$ cat config.mk
export PLATFORM = sky130hd
export DESIGN_NAME = binary_gcd_unit
export DESIGN_NICKNAME = d
export VERILOG_FILES = /design/src/rtl/bgcd_pkg.sv /design/src/rtl/bgcd_datapath.sv /design/src/rtl/bgcd_ctrl.sv /design/src/rtl/binary_gcd_unit.sv
export SDC_FILE = /design/constraint.sdc
export NUM_CORES = 1
export LEC_CHECK = 0
export BUFFER_PORTS_ARGS = -buffer_cell sky130_fd_sc_hd__buf_2
export CAP_MARGIN = 25
export CORE_ASPECT_RATIO = 0.75
export CORE_UTILIZATION = 45
export DETAILED_ROUTE_END_ITERATION = 16
export PLACE_DENSITY = 0.68
export SYNTH_ARGS = -nofsm -noshare
export SYNTH_HDL_FRONTEND = slang
export SYNTH_HIERARCHICAL = 1
export SYNTH_SLANG_ARGS = --single-unit
export TNS_END_PERCENT = 10
$ cat constraint.sdc
create_clock -name clk_i -period 15 [get_ports clk_i]
set_input_delay 3 -clock clk_i [delete_from_list [all_inputs] [get_ports clk_i]]
set_output_delay 3 -clock clk_i [all_outputs]
set_load 0.05 [all_outputs]
$ cat src/rtl/bgcd_pkg.sv
`timescale 1ns / 1ps

package bgcd_pkg;

  typedef enum logic [1:0] {
    ST_IDLE,
    ST_STRIP,
    ST_REDUCE,
    ST_FINISH
  } bgcd_state_e;

  // commands from the controller to the datapath
  typedef struct packed {
    logic load;
    logic strip;
    logic reduce;
    logic load_result;
  } bgcd_cmd_t;

  // status from the datapath to the controller
  typedef struct packed {
    logic any_zero;
    logic both_even;
    logic equal;
  } bgcd_stat_t;

endpackage

$ cat src/rtl/bgcd_datapath.sv
`timescale 1ns / 1ps

module bgcd_datapath
  import bgcd_pkg::*;
#(
  parameter int DATA_WIDTH = 64
) (
  input  logic                  clk_i,
  input  bgcd_cmd_t             cmd_i,
  input  logic [DATA_WIDTH-1:0] operand_a_i,
  input  logic [DATA_WIDTH-1:0] operand_b_i,
  output bgcd_stat_t            stat_o,
  output logic [DATA_WIDTH-1:0] divisor_o
);

  localparam int KW = (DATA_WIDTH > 1) ? $clog2(DATA_WIDTH) : 1;

  logic [DATA_WIDTH-1:0] x_q, x_d;
  logic [DATA_WIDTH-1:0] y_q, y_d;
  logic [KW-1:0]         k_q, k_d;
  logic [DATA_WIDTH-1:0] result_q, result_d;

  logic                  x_gt_y;
  logic [DATA_WIDTH-1:0] big, little, diff;

  assign x_gt_y = x_q > y_q;
  assign big    = x_gt_y ? x_q : y_q;
  assign little = x_gt_y ? y_q : x_q;
  assign diff   = big - little;

  assign stat_o.any_zero  = (x_q == '0) || (y_q == '0);
  assign stat_o.both_even = !x_q[0] && !y_q[0];
  assign stat_o.equal     = x_q == y_q;

  always_comb begin
    x_d = x_q;
    y_d = y_q;
    k_d = k_q;
    if (cmd_i.load) begin
      x_d = operand_a_i;
      y_d = operand_b_i;
      k_d = '0;
    end else if (cmd_i.strip) begin
      // common factor of two
      x_d = x_q >> 1;
      y_d = y_q >> 1;
      k_d = k_q + 1'b1;
    end else if (cmd_i.reduce) begin
      if (x_q[0] && y_q[0]) begin
        // difference of two odd values is even, halve it right away
        if (x_gt_y) x_d = diff >> 1;
        else        y_d = diff >> 1;
      end else begin
        if (!x_q[0]) x_d = x_q >> 1;
        if (!y_q[0]) y_d = y_q >> 1;
      end
    end
  end

  always_comb begin
    if (stat_o.any_zero) result_d = x_q | y_q;
    else                 result_d = x_q << k_q;
  end

  always_ff @(posedge clk_i) begin
    x_q <= x_d;
    y_q <= y_d;
    k_q <= k_d;
    if (cmd_i.load_result) result_q <= result_d;
  end

  assign divisor_o = result_q;

endmodule

$ cat src/rtl/bgcd_ctrl.sv
`timescale 1ns / 1ps

module bgcd_ctrl
  import bgcd_pkg::*;
(
  input  logic       clk_i,
  input  logic       rst_ni,
  input  logic       in_valid_i,
  output logic       in_stall_o,
  output logic       out_valid_o,
  input  logic       out_stall_i,
  input  bgcd_stat_t stat_i,
  output bgcd_cmd_t  cmd_o
);

  bgcd_state_e state_q, state_d;
  logic        out_valid_q, out_valid_d;
  logic        out_free;

  assign out_free = !out_valid_q || !out_stall_i;

  always_comb begin
    state_d = state_q;
    case (state_q)
      ST_IDLE: begin
        if (in_valid_i) state_d = ST_STRIP;
      end
      ST_STRIP: begin
        if (stat_i.any_zero)        state_d = ST_FINISH;
        else if (!stat_i.both_even) state_d = ST_REDUCE;
      end
      ST_REDUCE: begin
        if (stat_i.equal) state_d = ST_FINISH;
      end
      ST_FINISH: begin
        if (out_free) state_d = ST_IDLE;
      end
      default: state_d = ST_IDLE;
    endcase
  end

  always_comb begin
    cmd_o       = '0;
    in_stall_o  = 1'b1;
    case (state_q)
      ST_IDLE: begin
        in_stall_o = 1'b0;
        cmd_o.load = in_valid_i;
      end
      ST_STRIP: begin
        cmd_o.strip = !stat_i.any_zero && stat_i.both_even;
      end
      ST_REDUCE: begin
        cmd_o.reduce = !stat_i.equal;
      end
      ST_FINISH: begin
        cmd_o.load_result = out_free;
      end
      default: ;
    endcase
  end

  always_comb begin
    out_valid_d = out_valid_q;
    if (out_valid_q && !out_stall_i) out_valid_d = 1'b0;
    if (cmd_o.load_result)           out_valid_d = 1'b1;
  end

  always_ff @(posedge clk_i or negedge rst_ni) begin
    if (!rst_ni) begin
      state_q     <= ST_IDLE;
      out_valid_q <= 1'b0;
    end else begin
      state_q     <= state_d;
      out_valid_q <= out_valid_d;
    end
  end

  assign out_valid_o = out_valid_q;

  a_result_shown: assert property (@(posedge clk_i) disable iff (!rst_ni)
    cmd_o.load_result |=> out_valid_q)
    else $error("result loaded but not presented");

  a_load_starts: assert property (@(posedge clk_i) disable iff (!rst_ni)
    cmd_o.load |=> state_q == ST_STRIP)
    else $error("transaction accepted without starting");

  a_reduce_nonzero: assert property (@(posedge clk_i) disable iff (!rst_ni)
    state_q == ST_REDUCE |-> !stat_i.any_zero)
    else $error("zero operand reached the reduce loop");

  a_reduce_odd: assert property (@(posedge clk_i) disable iff (!rst_ni)
    state_q == ST_REDUCE |-> !stat_i.both_even)
    else $error("common factor of two left in the reduce loop");

endmodule

$ cat src/rtl/binary_gcd_unit.sv
`timescale 1ns / 1ps
// gcd of two unsigned operands, one transaction at a time
// flow: accept, common-factor stripping at one bit per cycle, the strip/subtract loop,
//   then finish, where the result is registered once the output is free; when an operand
//   is zero, stripping goes straight to finish
// the next transaction is accepted once the unit is back in idle, also while a result
//   waits
// reset: asynchronous active low, clears the controller and the output valid

module binary_gcd_unit
  import bgcd_pkg::*;
#(
  parameter int DATA_WIDTH = 64
) (
  input  logic                  clk_i,
  input  logic                  rst_ni,
  input  logic                  in_valid_i,
  output logic                  in_stall_o,
  input  logic [DATA_WIDTH-1:0] operand_a_i,
  input  logic [DATA_WIDTH-1:0] operand_b_i,
  output logic                  out_valid_o,
  input  logic                  out_stall_i,
  output logic [DATA_WIDTH-1:0] divisor_o
);

  bgcd_cmd_t  cmd;
  bgcd_stat_t stat;

  bgcd_ctrl u_ctrl (
    .clk_i       (clk_i),
    .rst_ni      (rst_ni),
    .in_valid_i  (in_valid_i),
    .in_stall_o  (in_stall_o),
    .out_valid_o (out_valid_o),
    .out_stall_i (out_stall_i),
    .stat_i      (stat),
    .cmd_o       (cmd)
  );

  bgcd_datapath #(
    .DATA_WIDTH (DATA_WIDTH)
  ) u_datapath (
    .clk_i       (clk_i),
    .cmd_i       (cmd),
    .operand_a_i (operand_a_i),
    .operand_b_i (operand_b_i),
    .stat_o      (stat),
    .divisor_o   (divisor_o)
  );

endmodule
# Word-level counts from Yosys, hierarchy flattened
# Index checks and enable logic that the tools add are counted.
dict set report word_totals {
  ff_bits 201
  in_bits 132
  out_inout_bits 66
  word_cells 75
}
dict set report classes {
  add_sub_neg 2
  order_cmp 1
  n_eq_ne 12
  n_shift 1
  n_mux 28
  n_bitwise 1
  n_reduce_logical 22
}
# cell n
set op_table {}
lappend op_table {{$mux W64} 15}
lappend op_table {{$logic_not A64 Y1} 2}
lappend op_table {{$eq A64 B64 Y1} 1}
lappend op_table {{$gt A64 B64 Y1} 1}
lappend op_table {{$or A64 B64 Y64} 1}
lappend op_table {{$shl A64 B6 Y64} 1}
lappend op_table {{$sub A64 B64 Y64} 1}
lappend op_table {{$ne A4 B4 Y1 const B} 3}
lappend op_table {{$mux W2} 5}
lappend op_table {{$pmux W2 S4} 1}
lappend op_table {{$mux W1} 7}
lappend op_table {{$add A6 B1 Y6 const B} 1}
lappend op_table {{$logic_not A1 Y1} 6}
lappend op_table {{$reduce_and A3 Y1} 2}
lappend op_table {{$eq A2 B2 Y1 const B} 2}
lappend op_table {{$logic_and A1 B1 Y1} 4}
lappend op_table {{$ne A2 B1 Y1 const B} 2}
lappend op_table {{$ne A4 B3 Y1 const B} 1}
lappend op_table {{$reduce_and A2 Y1} 2}
lappend op_table {{$reduce_and A4 Y1} 1}
lappend op_table {{$ne A3 B2 Y1 const B} 1}
lappend op_table {{$reduce_bool A3 Y1} 1}
lappend op_table {{$eq A2 B1 Y1 const B} 1}
lappend op_table {{$logic_not A2 Y1} 1}
lappend op_table {{other kinds (3)} 4}

# Logic depth before layout (Yosys ltp)
dict set report depth {
  ltp_word 8
  depth_mapped 25
  ltp_nobuf 19
}

# By module
# The synthesis kept the hierarchy.
# module n_inst cells_per_inst area_per_inst_um2 seq_area_each_um2
set by_module_without_submodules {}
lappend by_module_without_submodules {bgcd_datapath 1 2381 19372.3 5885.6}
lappend by_module_without_submodules {bgcd_ctrl 1 23 257.7 75.1}

# Least setup slack after synthesis
# Ideal clock, no wire load.
dict set report synth_path {
  path_kind {register to register}
  startpoint {reg u_datapath.x_q[37]}
  endpoint {reg u_datapath.y_q[10] (enable)}
  setup_time_ns 0.571
  arrival_ns 8.194
  t_required_ns 14.429
  path_slack_ns 6.235
  stages_incl_launch_ff 18
  n_path_buf 7
  synth_period_minus_slack_ns 8.765
  path_cell_list {edfxtp_1 > inv_1 > ha_1 > or3_4 > nor3_2 > nor4b_2 > nand4_1 > or4_1 > o31ai_1 > buf_6 > buf_12 > buf_6 > buf_4 > buf_4 > buf_2 > buf_2 > o21ai_0 > o21ai_0}
}
dict set report synth_via {
  elab_chain_cells 7
  elab_cells_between_ends 13
  cone_classes {order compare: 1; eq/ne: 3; mux: 2; reduce/logical: 7}
}
# element line_no
set synth_lines {}
lappend synth_lines {{start, declared} bgcd_datapath.sv:18} ;# logic [DATA_WIDTH-1:0] x_q, x_d;
lappend synth_lines {{start signal, assigned} bgcd_datapath.sv:66} ;# x_q <= x_d;
lappend synth_lines {{branches (longest 6 deep; another with $gt A64 B64 Y1)} n/a}
lappend synth_lines {{$reduce_and A3 Y1 (no source line) (*)} n/a}
lappend synth_lines {{end signal, assigned} bgcd_datapath.sv:67} ;# y_q <= y_d;
lappend synth_lines {{end, declared} bgcd_datapath.sv:19} ;# logic [DATA_WIDTH-1:0] y_q, y_d;
# Mark *: on every way between the ends.
# A chain may end at the register's enable or synchronous reset.

# Final worst setup path
dict set report layout_path {
  startpoint {reg u_datapath.y_q[54]}
  endpoint {reg u_datapath.y_q[62] (data pin)}
}
dict set report layout_via {
  elab_chain_cells 8
  elab_cells_between_ends 14
  cone_classes {add/sub: 1; order compare: 1; mux: 8; reduce/logical: 4}
}
# element line_no
set layout_lines {}
lappend layout_lines {{$gt A64 B64 Y1} bgcd_datapath.sv:26} ;# assign x_gt_y = x_q > y_q;
lappend layout_lines {{$mux W64, on equally long branches} {bgcd_datapath.sv:27, bgcd_datapath.sv:28}}
lappend layout_lines {{$sub A64 B64 Y64} bgcd_datapath.sv:29} ;# assign diff = big - little;
lappend layout_lines {{$mux W64} bgcd_datapath.sv:51} ;# if (x_gt_y) x_d = diff >> 1;
lappend layout_lines {{$mux W64} bgcd_datapath.sv:49} ;# if (x_q[0] && y_q[0]) begin
lappend layout_lines {{$mux W64} bgcd_datapath.sv:48} ;# end else if (cmd_i.reduce) begin
lappend layout_lines {{$mux W64 (*)} bgcd_datapath.sv:43} ;# end else if (cmd_i.strip) begin
lappend layout_lines {{$mux W64 (*)} bgcd_datapath.sv:39} ;# if (cmd_i.load) begin
lappend layout_lines {{named net u_datapath.y_d[62]} bgcd_datapath.sv:19}
# Mark *: on every way through the listed nets, which the timed path passes. The rest lies on a longest branch. The select of a mux whose other input is x is not followed.

==> results.sh <==
export IMPL_grt_pass1_vias=17870
export IMPL_path_clk_slew_ns=0.07
export IMPL_async_reset_ff_share_pct=1.493
export IMPL_die_area_um2=44470
export IMPL_fp_dieW_um=243.2
export IMPL_hp_class="register to register"
export IMPL_htreeDepth=1
export IMPL_startpoint_type="register"
export IMPL_fin_area_um2=21870
export IMPL_path_cells="inv_1 > ha_1 > nor4_1 > nand3_1 > nor4b_2 > nand4_1 > or4_1 > o31ai_4 > buf_4 > buf_4 > mux2i_1 > o2bb2ai_1 > o21ai_1 > a21oi_2 > a211oi_4 > o41ai_2 > a21oi_1 > o21ai_1 > a21oi_1 > xnor2_1 > o22ai_1"
export IMPL_synth_edf_count=192
export IMPL_area_growth_pct=11.43
export IMPL_slew_headroom_pct=27.01
export IMPL_yosysSeqAreaShare_pct=30.37
export IMPL_layout_setup_ws_ns=6.835
export IMPL_hold_buffers=0
export IMPL_routedWlPerCell_um=27.47
export IMPL_critical_path_class="register to register"
export IMPL_postSynthCellCount=2404
export IMPL_syn_avg_cell_area_um2=8.166
export IMPL_cts_sinks=201
export IMPL_vias_per_cell=6.409
export IMPL_nNetsFinal=2783
export IMPL_num_fill_cells=4137
export IMPL_multi_input_area_um2=12460
export IMPL_max_stage_delay_ns=0.78
export IMPL_clock_latency_ns=0.57
export IMPL_path_buf_inv=3
export IMPL_antenna_cells=0
export IMPL_post_dp_hpwl_mm=66.72
export IMPL_setup_viol_count_final=0
export IMPL_slew_violations=0
export IMPL_maxCapViolCount=0
export IMPL_regArea_um2=5971
export IMPL_synth_nets=2673
export IMPL_track_usage_pct=37.54
export IMPL_gp_congestion=1.092
export IMPL_synth_area_um2=19630
export IMPL_clock_fmax_ghz=0.1225
export IMPL_rows=65
export IMPL_ys_ff_latch=201
export IMPL_core_area_um2=42530
export IMPL_skew_ns=0.01958
export IMPL_yosysTopAreaCell="edfxtp_1"
export IMPL_port_buffers=197
export IMPL_place_area_um2=21030
export IMPL_slowest_stage="buf_4"
export IMPL_worst_ep_arrival_time_ns=8.45
export IMPL_final_min_clock_period_ns=8.165
export IMPL_clockRootBuffer="clkbuf_16"
export IMPL_drtAntennaViolNets=0
export IMPL_antenna_found_initial=6
export IMPL_grt_pass1_wl_mm=122.4
export IMPL_yosysWarnings=6
export IMPL_grt_start_max_net_pins=96
export IMPL_dpl_worst_slack_ns=7.014
export IMPL_clockBufferDepth=3
export IMPL_cts_tree="yes"
export IMPL_critical_path_top_delay_family="compound AO/OA/AOI/OAI gates"
export IMPL_fin_setup_tns_ns=0
export IMPL_boundaryPins=198
export IMPL_grt_setup_unrepaired="false"
export IMPL_start_util_pct=46.15
export IMPL_outcome="finished clean"
export IMPL_critPathRequiredTime_ns=15.28
export IMPL_drt_initial_drc_count=2967
export IMPL_postCtsSetupBuffers=0
export IMPL_drive_gt1_share_pct=14.97
export IMPL_hold_viol=0
export IMPL_drt_pass1_iterations=5
export IMPL_worstMarginPinSlew_ns=1.095
export IMPL_wl_mm=85.18
export IMPL_drc_errors=0
export IMPL_cts_buffers=24
export IMPL_post_cts_resized=0
export IMPL_synthTopCellsByArea="edfxtp_1 (29%), ha_1 (8.7%), nand2_1 (8.1%)"
export IMPL_fin_crit_sh_pct=54.43
export IMPL_synth_ff_type="edfxtp_1"
export IMPL_end_kind="register"
export IMPL_crit_fanout=53
export IMPL_grt_overflow_total=0
export IMPL_yosysUniqueCellTypes=84
export IMPL_vias=19880
export IMPL_dieHeight_um=182.9
export IMPL_netlist_area_leader_share_pct=29.37
cell families (layout without fill, tap and decap cells):
logic type	after synthesis	after routing	synth area share, %
AND/OR/NAND/NOR	858	858	19.06
multiplexers	178	178	12.28
XOR/XNOR	63	63	2.811
flip-flops	201	201	30.37
buffers and inverters	320	448	6.489
AO/OA/AOI/OAI	647	647	20.26
adder cells (fa/ha/maj)	137	137	8.732
worst register-to-register path, cell delays in order (launching register included):
cell	delay, ns
edfxtp_1	0.55
inv_1	0.14
ha_1	0.40
nor4_1	0.48
nand3_1	0.40
nor4b_2	0.56
nand4_1	0.22
or4_1	0.63
o31ai_4	0.10
buf_4	0.56
buf_4	0.79
mux2i_1	0.41
o2bb2ai_1	0.26
o21ai_1	0.17
a21oi_2	0.31
a211oi_4	0.14
o41ai_2	0.40
a21oi_1	0.21
o21ai_1	0.62
a21oi_1	0.18
xnor2_1	0.25
o22ai_1	0.10
sequential cells by signal, summed over array words and instances (netlist names):
register,flops
u_ctrl/out_valid_o,1
u_ctrl/state_q,2
u_datapath/y_q,64
u_datapath/x_q,64
u_datapath/k_q,6
u_datapath/divisor_o,64
layer usage:
layer | wire [µm] | track usage [%]
met1 | 39620 | 60.07
met2 | 32420 | 48.88
met3 | 11750 | 10.83
met4 | 1391 | 6.264
met5 | 0 | 0
layout make-up:
| class | count | area share (%) |
|---|---|---|
| clock buffers | 29 | 2.929 |
| clock inverters | 15 | 0.7379 |
| inverters | 176 | 3.020 |
| multi-input cells | 1883 | 56.94 |
| flip-flops and latches | 201 | 27.30 |
| well taps | 569 | 3.255 |
| repair buffers | 228 | 5.817 |
path summary, 6_finish.rpt:
path                                         start                  to  slack, ns  depth (start not counted)
min in group asynchronous                   rst_ni   u_ctrl/state_q[1]       2.23                          1
worst max-delay path            u_datapath/y_q[54]  u_datapath/y_q[62]       6.83                         21
worst max register to register  u_datapath/y_q[54]  u_datapath/y_q[62]       6.83                         21
worst min-delay path             u_datapath/k_q[0]   u_datapath/k_q[0]       0.60                          2
max in group asynchronous                   rst_ni   u_ctrl/state_q[0]      12.66                          1
worst min register to register   u_datapath/k_q[0]   u_datapath/k_q[0]       0.60                          2
per-stage QoR:
| step | utilization (%) | hold slack (ns) | instances |
|---|---|---|---|
| floorplan | - | 0.5336 | 2404 |
| global placement | 49.31 | 0.5536 | 3051 |
| detailed placement | 49.43 | 0.5842 | 3054 |
| CTS | 51.32 | 0.5983 | 3098 |
| global route | 51.43 | 0.6403 | 3101 |
| finish | 51.43 | 0.6001 | 3101 |
cells in the mapped netlist (5+ instances only):
master and count:
a31oi_1 17, and3_1 6, inv_1 174, o21ai_0 201, a22oi_1 7, a211oi_1 18
xnor2_1 43, buf_1 26, o22ai_1 34, edfxtp_1 192, o21a_1 5, a21o_1 12
mux2_2 20, and2_1 22, nor4_1 46, mux2i_1 107, o221ai_1 40, o21ai_1 19
nand2_1 422, o211ai_1 38, nand4_1 13, nor2_1 222, clkbuf_1 102, o22a_1 11
a21oi_1 185, or2_2 9, nor3_1 40, nand3_1 22, or3_1 7, mux4_2 48
buf_2 6, o21bai_1 6, nor2b_1 29, ha_1 137, nand3b_1 5, xor2_1 20
buf_4 5, o31ai_1 7, dfxtp_1 6
layout by cell type, fill, tap and decap left out, types with 7 or more instances in the layout:
cell / instances
a211oi_1: 18
a21o_1: 12
a21oi_1: 185
a22oi_1: 7
a31oi_1: 17
and2_1: 21
buf_2: 199
buf_4: 25
clkbuf_16: 25
edfxtp_1: 192
ha_1: 137
inv_1: 174
mux2_2: 20
mux2i_1: 107
mux4_2: 48
nand2_1: 422
nand3_1: 22
nand4_1: 13
nor2_1: 220
nor2b_1: 29
nor3_1: 40
nor4_1: 46
o211ai_1: 38
o21ai_0: 199
o21ai_1: 19
o221ai_1: 40
o22a_1: 11
o22ai_1: 34
or2_2: 9
or3_1: 7
xnor2_1: 43
xor2_1: 20
Power is not shown: default switching activity piles up to over one toggle a cycle in this logic, so the estimate is an artifact.
